===== config.mk =====
export PLATFORM = sky130hd
export DESIGN_NAME = next_permutation_generator_unit_flat
export DESIGN_NICKNAME = d
export VERILOG_FILES = /design/src/sv/npg_pkg.sv /design/src/sv/npg_if.sv /design/src/sv/next_permutation_generator_unit.sv /design/src/sv/npg_datapath.sv /design/src/sv/npg_ctrl.sv /design/src/flat_wrapper.sv
export SDC_FILE = /design/constraint.sdc
export NUM_CORES = 1
export LEC_CHECK = 0
export ABC_AREA = 0
export BUFFER_PORTS_ARGS = -buffer_cell sky130_fd_sc_hd__buf_2
export CAP_MARGIN = 20
export CORE_ASPECT_RATIO = 1.1
export CORE_MARGIN = 2
export CORE_UTILIZATION = 40
export DETAILED_ROUTE_END_ITERATION = 6
export MAX_ROUTING_LAYER = met4
export PLACE_DENSITY = 0.57
export SYNTH_ARGS = -nofsm -noshare
export SYNTH_HDL_FRONTEND = slang
export SYNTH_SLANG_ARGS = --single-unit
export TNS_END_PERCENT = 20

===== constraint.sdc =====
create_clock -name clk -period 6 [get_ports clk]
set_clock_uncertainty 0.2 [all_clocks]
set_input_delay 0.6 -clock clk [delete_from_list [all_inputs] [get_ports clk]]
set_output_delay 0.6 -clock clk [all_outputs]
set_load 0.02 [all_outputs]

===== src/sv/npg_pkg.sv =====
package npg_pkg;

	// defaults for the top level parameters
	localparam int LENGTH_DEF    = 9;
	localparam int ELEM_BITS_DEF = 8;

	// fixed field widths of the transactions
	localparam int OPCODE_W   = 1;
	localparam int POSITION_W = 4;
	localparam int VALUE_W    = 8;
	localparam int SLOT_W     = 4;
	localparam int ELEMENT_W  = 8;

	// opcodes of an input transaction
	localparam logic [OPCODE_W-1:0] OP_LOAD    = 1'b0;
	localparam logic [OPCODE_W-1:0] OP_ADVANCE = 1'b1;

	// commands from the controller to the datapath
	typedef struct packed {
		logic load_wr;         // store the input value at its position
		logic scan_init;       // start the pivot scan at the last pair
		logic scan_rd;         // read the pair at the scan index
		logic scan_dec;        // step the scan one pair to the left
		logic pivot_cap;       // keep the pivot index and value
		logic srch_init;       // start the successor search at the last element
		logic srch_rd;         // read the element at the search index
		logic srch_dec;        // step the search one element to the left
		logic swap_q;          // write the pivot value at the successor index
		logic swap_p;          // write the successor value at the pivot index
		logic rev_init_full;   // reverse the whole sequence
		logic rev_init_suffix; // reverse the suffix after the pivot
		logic rev_rd;          // read both ends of the range
		logic rev_wr_lo;       // write the upper value at the lower end
		logic rev_wr_hi;       // write the lower value at the upper end and close in
		logic emit_init;       // start emitting at the first slot
		logic emit_rd;         // read the element at the emit index
		logic emit_inc;        // move to the next slot
		logic adv_set;         // assume a next arrangement exists
		logic adv_clr;         // no next arrangement, sequence wraps
	} cmd_t;

	// status from the datapath to the controller
	typedef struct packed {
		logic scan_lt;   // left element of the pair below the right one
		logic idx_zero;  // scan reached the first pair
		logic srch_lt;   // pivot below the element read
		logic rev_done;  // range to reverse holds at most one element
		logic emit_last; // emit index at the last slot
	} status_t;

endpackage


===== src/sv/npg_if.sv =====
interface npg_in_if;

	logic                             valid;
	logic                             ready;
	logic [npg_pkg::OPCODE_W-1:0]     opcode;
	logic [npg_pkg::POSITION_W-1:0]   position;
	logic [npg_pkg::VALUE_W-1:0]      value;

	modport source (output valid, output opcode, output position, output value, input ready);
	modport sink   (input valid, input opcode, input position, input value, output ready);

endinterface

interface npg_out_if;

	logic                            valid;
	logic                            ready;
	logic [npg_pkg::SLOT_W-1:0]      slot;
	logic [npg_pkg::ELEMENT_W-1:0]   element;
	logic                            advanced;
	logic                            final_res;

	modport source (output valid, output slot, output element, output advanced,
		output final_res, input ready);
	modport sink   (input valid, input slot, input element, input advanced,
		input final_res, output ready);

endinterface


===== src/sv/next_permutation_generator_unit.sv =====
// load transaction: written to the store when taken, no result, input stays ready
// advance transaction: one memory step at a time through the sequence store
//   (one write port, two registered read ports)
// results leave one at a time, each held until taken; the next transaction is taken after the last
// reset clears the controller and the advanced flag; the sequence store holds no reset
module next_permutation_generator_unit #(
	parameter int LENGTH    = npg_pkg::LENGTH_DEF,
	parameter int ELEM_BITS = npg_pkg::ELEM_BITS_DEF
) (
	input  logic         clk,
	input  logic         arst_n,
	npg_in_if.sink       items,
	npg_out_if.source    results
);

	npg_pkg::cmd_t    cmd;
	npg_pkg::status_t status;

	// sequencing of scan, search, swap, reverse and emit
	npg_ctrl u_ctrl (
		.clk       (clk),
		.arst_n    (arst_n),
		.in_valid  (items.valid),
		.in_opcode (items.opcode),
		.in_ready  (items.ready),
		.out_valid (results.valid),
		.out_ready (results.ready),
		.cmd       (cmd),
		.status    (status)
	);

	// sequence store, indices and compares
	npg_datapath #(
		.LENGTH    (LENGTH),
		.ELEM_BITS (ELEM_BITS)
	) u_datapath (
		.clk       (clk),
		.arst_n    (arst_n),
		.cmd       (cmd),
		.status    (status),
		.position  (items.position),
		.value     (items.value),
		.slot      (results.slot),
		.element   (results.element),
		.advanced  (results.advanced),
		.final_res (results.final_res)
	);

endmodule


===== src/sv/npg_datapath.sv =====
module npg_datapath #(
	parameter int LENGTH    = npg_pkg::LENGTH_DEF,
	parameter int ELEM_BITS = npg_pkg::ELEM_BITS_DEF
) (
	input  logic                               clk,
	input  logic                               arst_n,
	input  npg_pkg::cmd_t                      cmd,
	output npg_pkg::status_t                   status,
	input  logic [npg_pkg::POSITION_W-1:0]     position,
	input  logic [npg_pkg::VALUE_W-1:0]        value,
	output logic [npg_pkg::SLOT_W-1:0]         slot,
	output logic [npg_pkg::ELEMENT_W-1:0]      element,
	output logic                               advanced,
	output logic                               final_res
);

	localparam int IDX_W = $clog2(LENGTH);
	localparam int CNT_W = $clog2(LENGTH + 1);
	localparam logic [CNT_W-1:0] LAST_IDX   = CNT_W'(LENGTH - 1);
	localparam logic [CNT_W-1:0] SCAN_START = CNT_W'(LENGTH - 2);
	localparam logic [CNT_W-1:0] ONE        = CNT_W'(1);
	localparam logic [npg_pkg::POSITION_W:0] LEN_POS = (npg_pkg::POSITION_W + 1)'(LENGTH);

	// sequence storage, no reset
	logic [ELEM_BITS-1:0] mem_q [LENGTH];

	logic [CNT_W-1:0]     idx_q;
	logic [CNT_W-1:0]     lo_q;
	logic [CNT_W-1:0]     hi_q;
	logic [CNT_W-1:0]     p_q;
	logic [ELEM_BITS-1:0] pivot_q;
	logic [ELEM_BITS-1:0] rda_q;
	logic [ELEM_BITS-1:0] rdb_q;
	logic                 adv_q;

	logic [CNT_W-1:0]     raddr_a;
	logic [CNT_W-1:0]     raddr_b;
	logic                 re_a;
	logic                 re_b;
	logic                 we;
	logic [CNT_W-1:0]     waddr;
	logic [ELEM_BITS-1:0] wdata;
	logic                 pos_ok;

	logic [ELEM_BITS+npg_pkg::VALUE_W-1:0]   val_ext;
	logic [ELEM_BITS+npg_pkg::ELEMENT_W-1:0] elem_ext;
	logic [CNT_W+npg_pkg::SLOT_W-1:0]        slot_ext;
	logic [CNT_W:0]                          pos_ext;

	// load value and position fitted to the storage
	assign val_ext = {{ELEM_BITS{1'b0}}, value};
	assign pos_ext = (CNT_W + 1)'({1'b0, position});
	assign pos_ok  = {1'b0, position} < LEN_POS;

	// read port addresses
	assign raddr_a = cmd.rev_rd ? lo_q : idx_q;
	assign raddr_b = cmd.rev_rd ? hi_q : idx_q + ONE;
	assign re_a    = cmd.scan_rd | cmd.srch_rd | cmd.rev_rd | cmd.emit_rd;
	assign re_b    = cmd.scan_rd | cmd.rev_rd;

	// single write port
	always_comb begin
		we    = 1'b0;
		waddr = idx_q;
		wdata = pivot_q;
		if (cmd.load_wr) begin
			we    = pos_ok;
			waddr = pos_ext[CNT_W-1:0];
			wdata = val_ext[ELEM_BITS-1:0];
		end else if (cmd.swap_q) begin
			we    = 1'b1;
			waddr = idx_q;
			wdata = pivot_q;
		end else if (cmd.swap_p) begin
			we    = 1'b1;
			waddr = p_q;
			wdata = rda_q;
		end else if (cmd.rev_wr_lo) begin
			we    = 1'b1;
			waddr = lo_q;
			wdata = rdb_q;
		end else if (cmd.rev_wr_hi) begin
			we    = 1'b1;
			waddr = hi_q;
			wdata = rda_q;
		end
	end

	// memory write and registered reads
	always_ff @(posedge clk) begin
		if (we) begin
			mem_q[waddr[IDX_W-1:0]] <= wdata;
		end
		if (re_a) begin
			rda_q <= mem_q[raddr_a[IDX_W-1:0]];
		end
		if (re_b) begin
			rdb_q <= mem_q[raddr_b[IDX_W-1:0]];
		end
	end

	// pivot capture
	always_ff @(posedge clk) begin
		if (cmd.pivot_cap) begin
			p_q     <= idx_q;
			pivot_q <= rda_q;
		end
	end

	// index counters and advanced flag
	always_ff @(posedge clk or negedge arst_n) begin
		if (!arst_n) begin
			idx_q <= '0;
			lo_q  <= '0;
			hi_q  <= '0;
			adv_q <= 1'b0;
		end else begin
			if (cmd.scan_init) begin
				idx_q <= SCAN_START;
			end else if (cmd.srch_init) begin
				idx_q <= LAST_IDX;
			end else if (cmd.emit_init) begin
				idx_q <= '0;
			end else if (cmd.scan_dec || cmd.srch_dec) begin
				idx_q <= idx_q - ONE;
			end else if (cmd.emit_inc) begin
				idx_q <= idx_q + ONE;
			end
			if (cmd.rev_init_full) begin
				lo_q <= '0;
				hi_q <= LAST_IDX;
			end else if (cmd.rev_init_suffix) begin
				lo_q <= p_q + ONE;
				hi_q <= LAST_IDX;
			end else if (cmd.rev_wr_hi) begin
				lo_q <= lo_q + ONE;
				hi_q <= hi_q - ONE;
			end
			if (cmd.adv_set) begin
				adv_q <= 1'b1;
			end else if (cmd.adv_clr) begin
				adv_q <= 1'b0;
			end
		end
	end

	// status to the controller
	assign status.scan_lt   = rda_q < rdb_q;
	assign status.idx_zero  = idx_q == '0;
	assign status.srch_lt   = pivot_q < rda_q;
	assign status.rev_done  = !(lo_q < hi_q);
	assign status.emit_last = idx_q == LAST_IDX;

	// result payload
	assign elem_ext  = {{npg_pkg::ELEMENT_W{1'b0}}, rda_q};
	assign slot_ext  = {{npg_pkg::SLOT_W{1'b0}}, idx_q};
	assign element   = elem_ext[npg_pkg::ELEMENT_W-1:0];
	assign slot      = slot_ext[npg_pkg::SLOT_W-1:0];
	assign advanced  = adv_q;
	assign final_res = idx_q == LAST_IDX;

endmodule


===== src/sv/npg_ctrl.sv =====
module npg_ctrl (
	input  logic                            clk,
	input  logic                            arst_n,
	input  logic                            in_valid,
	input  logic [npg_pkg::OPCODE_W-1:0]    in_opcode,
	output logic                            in_ready,
	output logic                            out_valid,
	input  logic                            out_ready,
	output npg_pkg::cmd_t                   cmd,
	input  npg_pkg::status_t                status
);

	typedef enum logic [3:0] {
		ST_IDLE,
		ST_SCAN_RD,
		ST_SCAN_CMP,
		ST_SRCH_RD,
		ST_SRCH_CMP,
		ST_SWAP_P,
		ST_REV_RD,
		ST_REV_WR_LO,
		ST_REV_WR_HI,
		ST_EMIT_RD,
		ST_EMIT_OUT
	} state_t;

	state_t state_q;
	state_t state_d;
	logic   in_acc;

	assign in_ready  = state_q == ST_IDLE;
	assign out_valid = state_q == ST_EMIT_OUT;
	assign in_acc    = in_valid && in_ready;

	// next state and datapath commands
	always_comb begin
		state_d = state_q;
		cmd     = '0;
		case (state_q)
			ST_IDLE: begin
				if (in_acc) begin
					if (in_opcode == npg_pkg::OP_ADVANCE) begin
						cmd.scan_init = 1'b1;
						cmd.adv_set   = 1'b1;
						state_d       = ST_SCAN_RD;
					end else begin
						cmd.load_wr = 1'b1;
					end
				end
			end
			ST_SCAN_RD: begin
				cmd.scan_rd = 1'b1;
				state_d     = ST_SCAN_CMP;
			end
			ST_SCAN_CMP: begin
				if (status.scan_lt) begin
					cmd.pivot_cap = 1'b1;
					cmd.srch_init = 1'b1;
					state_d       = ST_SRCH_RD;
				end else if (status.idx_zero) begin
					cmd.adv_clr       = 1'b1;
					cmd.rev_init_full = 1'b1;
					state_d           = ST_REV_RD;
				end else begin
					cmd.scan_dec = 1'b1;
					state_d      = ST_SCAN_RD;
				end
			end
			ST_SRCH_RD: begin
				cmd.srch_rd = 1'b1;
				state_d     = ST_SRCH_CMP;
			end
			ST_SRCH_CMP: begin
				if (status.srch_lt) begin
					cmd.swap_q = 1'b1;
					state_d    = ST_SWAP_P;
				end else begin
					cmd.srch_dec = 1'b1;
					state_d      = ST_SRCH_RD;
				end
			end
			ST_SWAP_P: begin
				cmd.swap_p          = 1'b1;
				cmd.rev_init_suffix = 1'b1;
				state_d             = ST_REV_RD;
			end
			ST_REV_RD: begin
				if (status.rev_done) begin
					cmd.emit_init = 1'b1;
					state_d       = ST_EMIT_RD;
				end else begin
					cmd.rev_rd = 1'b1;
					state_d    = ST_REV_WR_LO;
				end
			end
			ST_REV_WR_LO: begin
				cmd.rev_wr_lo = 1'b1;
				state_d       = ST_REV_WR_HI;
			end
			ST_REV_WR_HI: begin
				cmd.rev_wr_hi = 1'b1;
				state_d       = ST_REV_RD;
			end
			ST_EMIT_RD: begin
				cmd.emit_rd = 1'b1;
				state_d     = ST_EMIT_OUT;
			end
			ST_EMIT_OUT: begin
				if (out_ready) begin
					if (status.emit_last) begin
						state_d = ST_IDLE;
					end else begin
						cmd.emit_inc = 1'b1;
						state_d      = ST_EMIT_RD;
					end
				end
			end
			default: begin
				state_d = ST_IDLE;
			end
		endcase
	end

	// state register
	always_ff @(posedge clk or negedge arst_n) begin
		if (!arst_n) begin
			state_q <= ST_IDLE;
		end else begin
			state_q <= state_d;
		end
	end

endmodule


===== src/flat_wrapper.sv =====
// flat-port wrapper written by rule: the top's interface ports become plain ports
module next_permutation_generator_unit_flat 
#(
	parameter int LENGTH    = npg_pkg::LENGTH_DEF,
	parameter int ELEM_BITS = npg_pkg::ELEM_BITS_DEF
)
  (clk, arst_n, items_valid, items_opcode, items_position, items_value, items_ready, results_valid, results_slot, results_element, results_advanced, results_final_res, results_ready);
  npg_in_if items_i ();
  npg_out_if results_i ();
  input  logic clk;
  input  logic arst_n;
  input wire logic [$bits(items_i.valid)-1:0] items_valid;
  input wire logic [$bits(items_i.opcode)-1:0] items_opcode;
  input wire logic [$bits(items_i.position)-1:0] items_position;
  input wire logic [$bits(items_i.value)-1:0] items_value;
  output wire logic [$bits(items_i.ready)-1:0] items_ready;
  output wire logic [$bits(results_i.valid)-1:0] results_valid;
  output wire logic [$bits(results_i.slot)-1:0] results_slot;
  output wire logic [$bits(results_i.element)-1:0] results_element;
  output wire logic [$bits(results_i.advanced)-1:0] results_advanced;
  output wire logic [$bits(results_i.final_res)-1:0] results_final_res;
  input wire logic [$bits(results_i.ready)-1:0] results_ready;
  assign items_i.valid = items_valid;
  assign items_i.opcode = items_opcode;
  assign items_i.position = items_position;
  assign items_i.value = items_value;
  assign items_ready = items_i.ready;
  assign results_valid = results_i.valid;
  assign results_slot = results_i.slot;
  assign results_element = results_i.element;
  assign results_advanced = results_i.advanced;
  assign results_final_res = results_i.final_res;
  assign results_i.ready = results_ready;
  next_permutation_generator_unit #(.LENGTH(LENGTH), .ELEM_BITS(ELEM_BITS)) u_core (.clk(clk), .arst_n(arst_n), .items(items_i), .results(results_i));
endmodule

==> reports/qor.yml <==
outcome:
  status: "completed"
clocking:
  hold_buffers: 1
  clk_path_buf_depth: 2
  cts_tree: "done"
  htree_levels: 4
  clkTransAtPathRegs_ps: 60
  clock_latency_ps: 430
  post_cts_resized: 0
  clockRootBuffer: "clkbuf_16"
  post_cts_buffers: 0
  numCtsBuffers: 17
  cts_sinks: 117
route:
  wl_met1_mm: 8.46
  vias: 5061
  drt-pass1-iter-count: 5
  met3_wirelength_mm: 1.34
  antenna_left: 0
  post_drt_wl_per_cell_um: 22.7
  drt_iter0_markers: 541
  via_per_inst: 6.08
  met2WireLength_mm: 8.69
  drc: 0
  dr.max_layer_used: "met4"
  finalWirelength_mm: 18.9
floorplanning:
  die_area_um2: 18000
  core_area_um2: 16500
  initial_utilization: 0.411
  fp.dieH_um: 141
  rows: 49
  io_pins: 33
  die_w_um: 128
worst_setup_path:
  slowest_delay_ps: 830
  reg2regPathDepth: 6
  crit_arrival_ps: 3860
  criticalPathCategory: "reg -> reg"
  crit_required_ps: 5840
  start_kind: "flop"
  cp_max_fo: 23
  endpoint_kind: "flop"
  crit_chain: "nor4_2 -> and3b_1 -> o41ai_1 -> a21oi_1 -> nand2_1 -> nor2_1"
  slowest_stage: "nor2_1"
timing:
  fin_tns_setup_ps: 0
  min_period_ps: 4020
  grt_setup_unrepaired: "false"
  relSlewSlack: 0.257
  period_share: 0.670
  finalMaxSlewViolations: 0
  worst_pin_slew_ps: 1080
  max_freq_mhz: 249
  setup_viol: 0
  hold_viol: 0
  whs_ps: 292
placed_design:
  dpl.hpwl_mm: 13.5
  place_congestion: 0.890
  portBuffers: 32
final_layout:
  multi_input_area_um2: 3080
  register_area_um2: 3430
  drive_gt1_frac: 0.199
  nNetsFinal: 654
  fin_util: 0.468
  area_growth_pct: 13.7
  n_fill_cell: 1474
  diodes: 0
power:
  vdd_drop_max_mv: 0.313
  power.leakage_nw: 3.01
  p_per_area_nw_per_um2: 659
hold_path:
  hold_class: "in -> reg"
  hold_path_depth: 3
global_routing:
  grt_pass1_wl_mm: 29.0
  grt_max_degree: 25
  antenna_found_initial: 0
  overflow: 0
  grt_use_total: 0.224
  grt_pass1_vias: 4961
synthesis:
  synth_area_um2: 6780
  synthCells: 581
  avgSynthCellArea_um2: 11.7
  ys_ff_latch: 117
  synth.net_count: 619
  synth_flop_cell: "edfxtp_1"
  synth_cell_type_count: 68
  yosys_warnings: 0
  seq_area_frac_synth: 0.505
  synth_edf_count: 100
  async_flop_share: 0.145
flow_run:
  cap_violations: 0
-- final timing paths --
| path | from | end | slack [ps] |
|---|---|---|---|
| worst max-delay path | u_core.u_ctrl.state_q[1] | u_core.u_datapath.mem_q[1][1] | 1980 |
| worst min-delay path | items_valid | u_core.u_ctrl.state_q[0] | 290 |
| worst max register to register | u_core.u_ctrl.state_q[1] | u_core.u_datapath.mem_q[1][1] | 1980 |
| worst min register to register | u_core.u_datapath.advanced | u_core.u_datapath.advanced | 340 |
| max in group asynchronous | arst_n | u_core.u_datapath.slot[2] | 4860 |
| min in group asynchronous | arst_n | u_core.u_ctrl.state_q[2] | 440 |
-- cells in the mapped netlist (2+ instances only) --
cell type    n  area, µm²
nand4_1      3       18.8
ha_1        21        263
o31ai_1     13       97.6
xor2_1       2       17.5
and2_1       2       12.5
dfrtp_1     17        425
nand3b_1     2       15.0
and3_1       2       12.5
nor2b_1      4       25.0
nand3_1     11       55.1
or3b_1       2       17.5
xnor2_1      7       61.3
mux2_2      23        259
a32oi_1      3       26.3
a2111oi_0    4       35.0
mux2i_4      2       45.0
buf_2        6       30.0
buf_6        4       45.0
mux2i_1     28        280
a21oi_1     14       70.1
o21a_1       2       15.0
a22o_1       7       61.3
nor2_1      48        180
a211oi_1    18        135
nand2_1     49        184
nor3_1       9       45.0
o311a_1      3       30.0
a21o_1      14        105
clkbuf_1    16       60.1
nand2b_1    13       81.3
a221o_1      8       80.1
o21ai_0     16       80.1
mux4_2      11        248
edfxtp_1   100       3000
inv_1       36        135
a222oi_1     3       30.0
o22ai_1      9       56.3
and3b_1      2       17.5
buf_1        2       7.51
o211ai_1     8       60.1
a211o_1     10       87.6
-- power by group --
part	switching [W]	internal, W	total (W)
Clock	0.000404	0.000538	0.000942
Sequential	0.000253	0.00130	0.00156
Combinational	0.00154	0.00105	0.00259
-- logic make-up after synthesis --
family,count (synthesis),synth area share
DFF,117,0.505
and+or+nand+nor,157,0.111
AOI/OAI and AO/OA,147,0.167
buffers and inverters,65,0.0421
adders and majority gates,21,0.0387
muxes,65,0.124
xor gates and xnor gates,9,0.0116
-- area by class of cell --
class / count / area share
Clock buffer: 17 / 0.0551
Clock inverter: 15 / 0.0161
Inverter: 36 / 0.0175
Multi-Input combinational cell: 399 / 0.399
Sequential cell: 117 / 0.444
Tap cell: 204 / 0.0331
Timing Repair Buffer: 45 / 0.0347
-- registers in the layout, summed over array words and instances (netlist names) --
name,cells
u_core.u_datapath.advanced,1
u_core.u_datapath.pivot_q,8
u_core.u_datapath.element,8
u_core.u_datapath.lo_q,4
u_core.u_datapath.hi_q,4
u_core.u_datapath.p_q,4
u_core.u_datapath.rdb_q,8
u_core.u_datapath.slot,4
u_core.u_datapath.mem_q,72
u_core.u_ctrl.state_q,4
-- per-stage QoR --
step,std cells,total power (W),setup WS [ps],instance area (µm²)
after floorplan,581,0.00337,2000,6780
after global placement,795,0.00405,2000,7110
after detailed placement,796,0.00410,1880,7120
after CTS,829,0.00505,1870,7680
after global routing,833,0.00538,1740,7720
final,833,0.00509,1980,7720
-- per-layer routing --
layer / global-route usage / vias to the layer above
li1: - / 2313
met1: 0.301 / 2491
met2: 0.335 / 217
met3: 0.0528 / 40
met4: 0.0792 / 0
met5: - / -
-- cells in the final DEF, fill, tap and decap left out, drive strengths merged, types with 11 or more instances in the layout --
| cell | count |
|---|---|
| o31ai | 13 |
| nand2b | 13 |
| a21oi | 15 |
| mux2 | 24 |
| nand3 | 11 |
| o21ai | 16 |
| buf | 44 |
| dfrtp | 17 |
| mux2i | 30 |
| mux4 | 11 |
| edfxtp | 100 |
| a21o | 15 |
| clkbuf | 17 |
| nand2 | 49 |
| a211oi | 19 |
| ha | 21 |
| nor2 | 48 |
| inv | 42 |
-- worst max-delay path: cells and delay by family (launching register included) --
family          cells  cell delay, ps
compound gates      2             500
simple gates        4            2310
flops               1             610
Power figures use the tool's default switching activity.
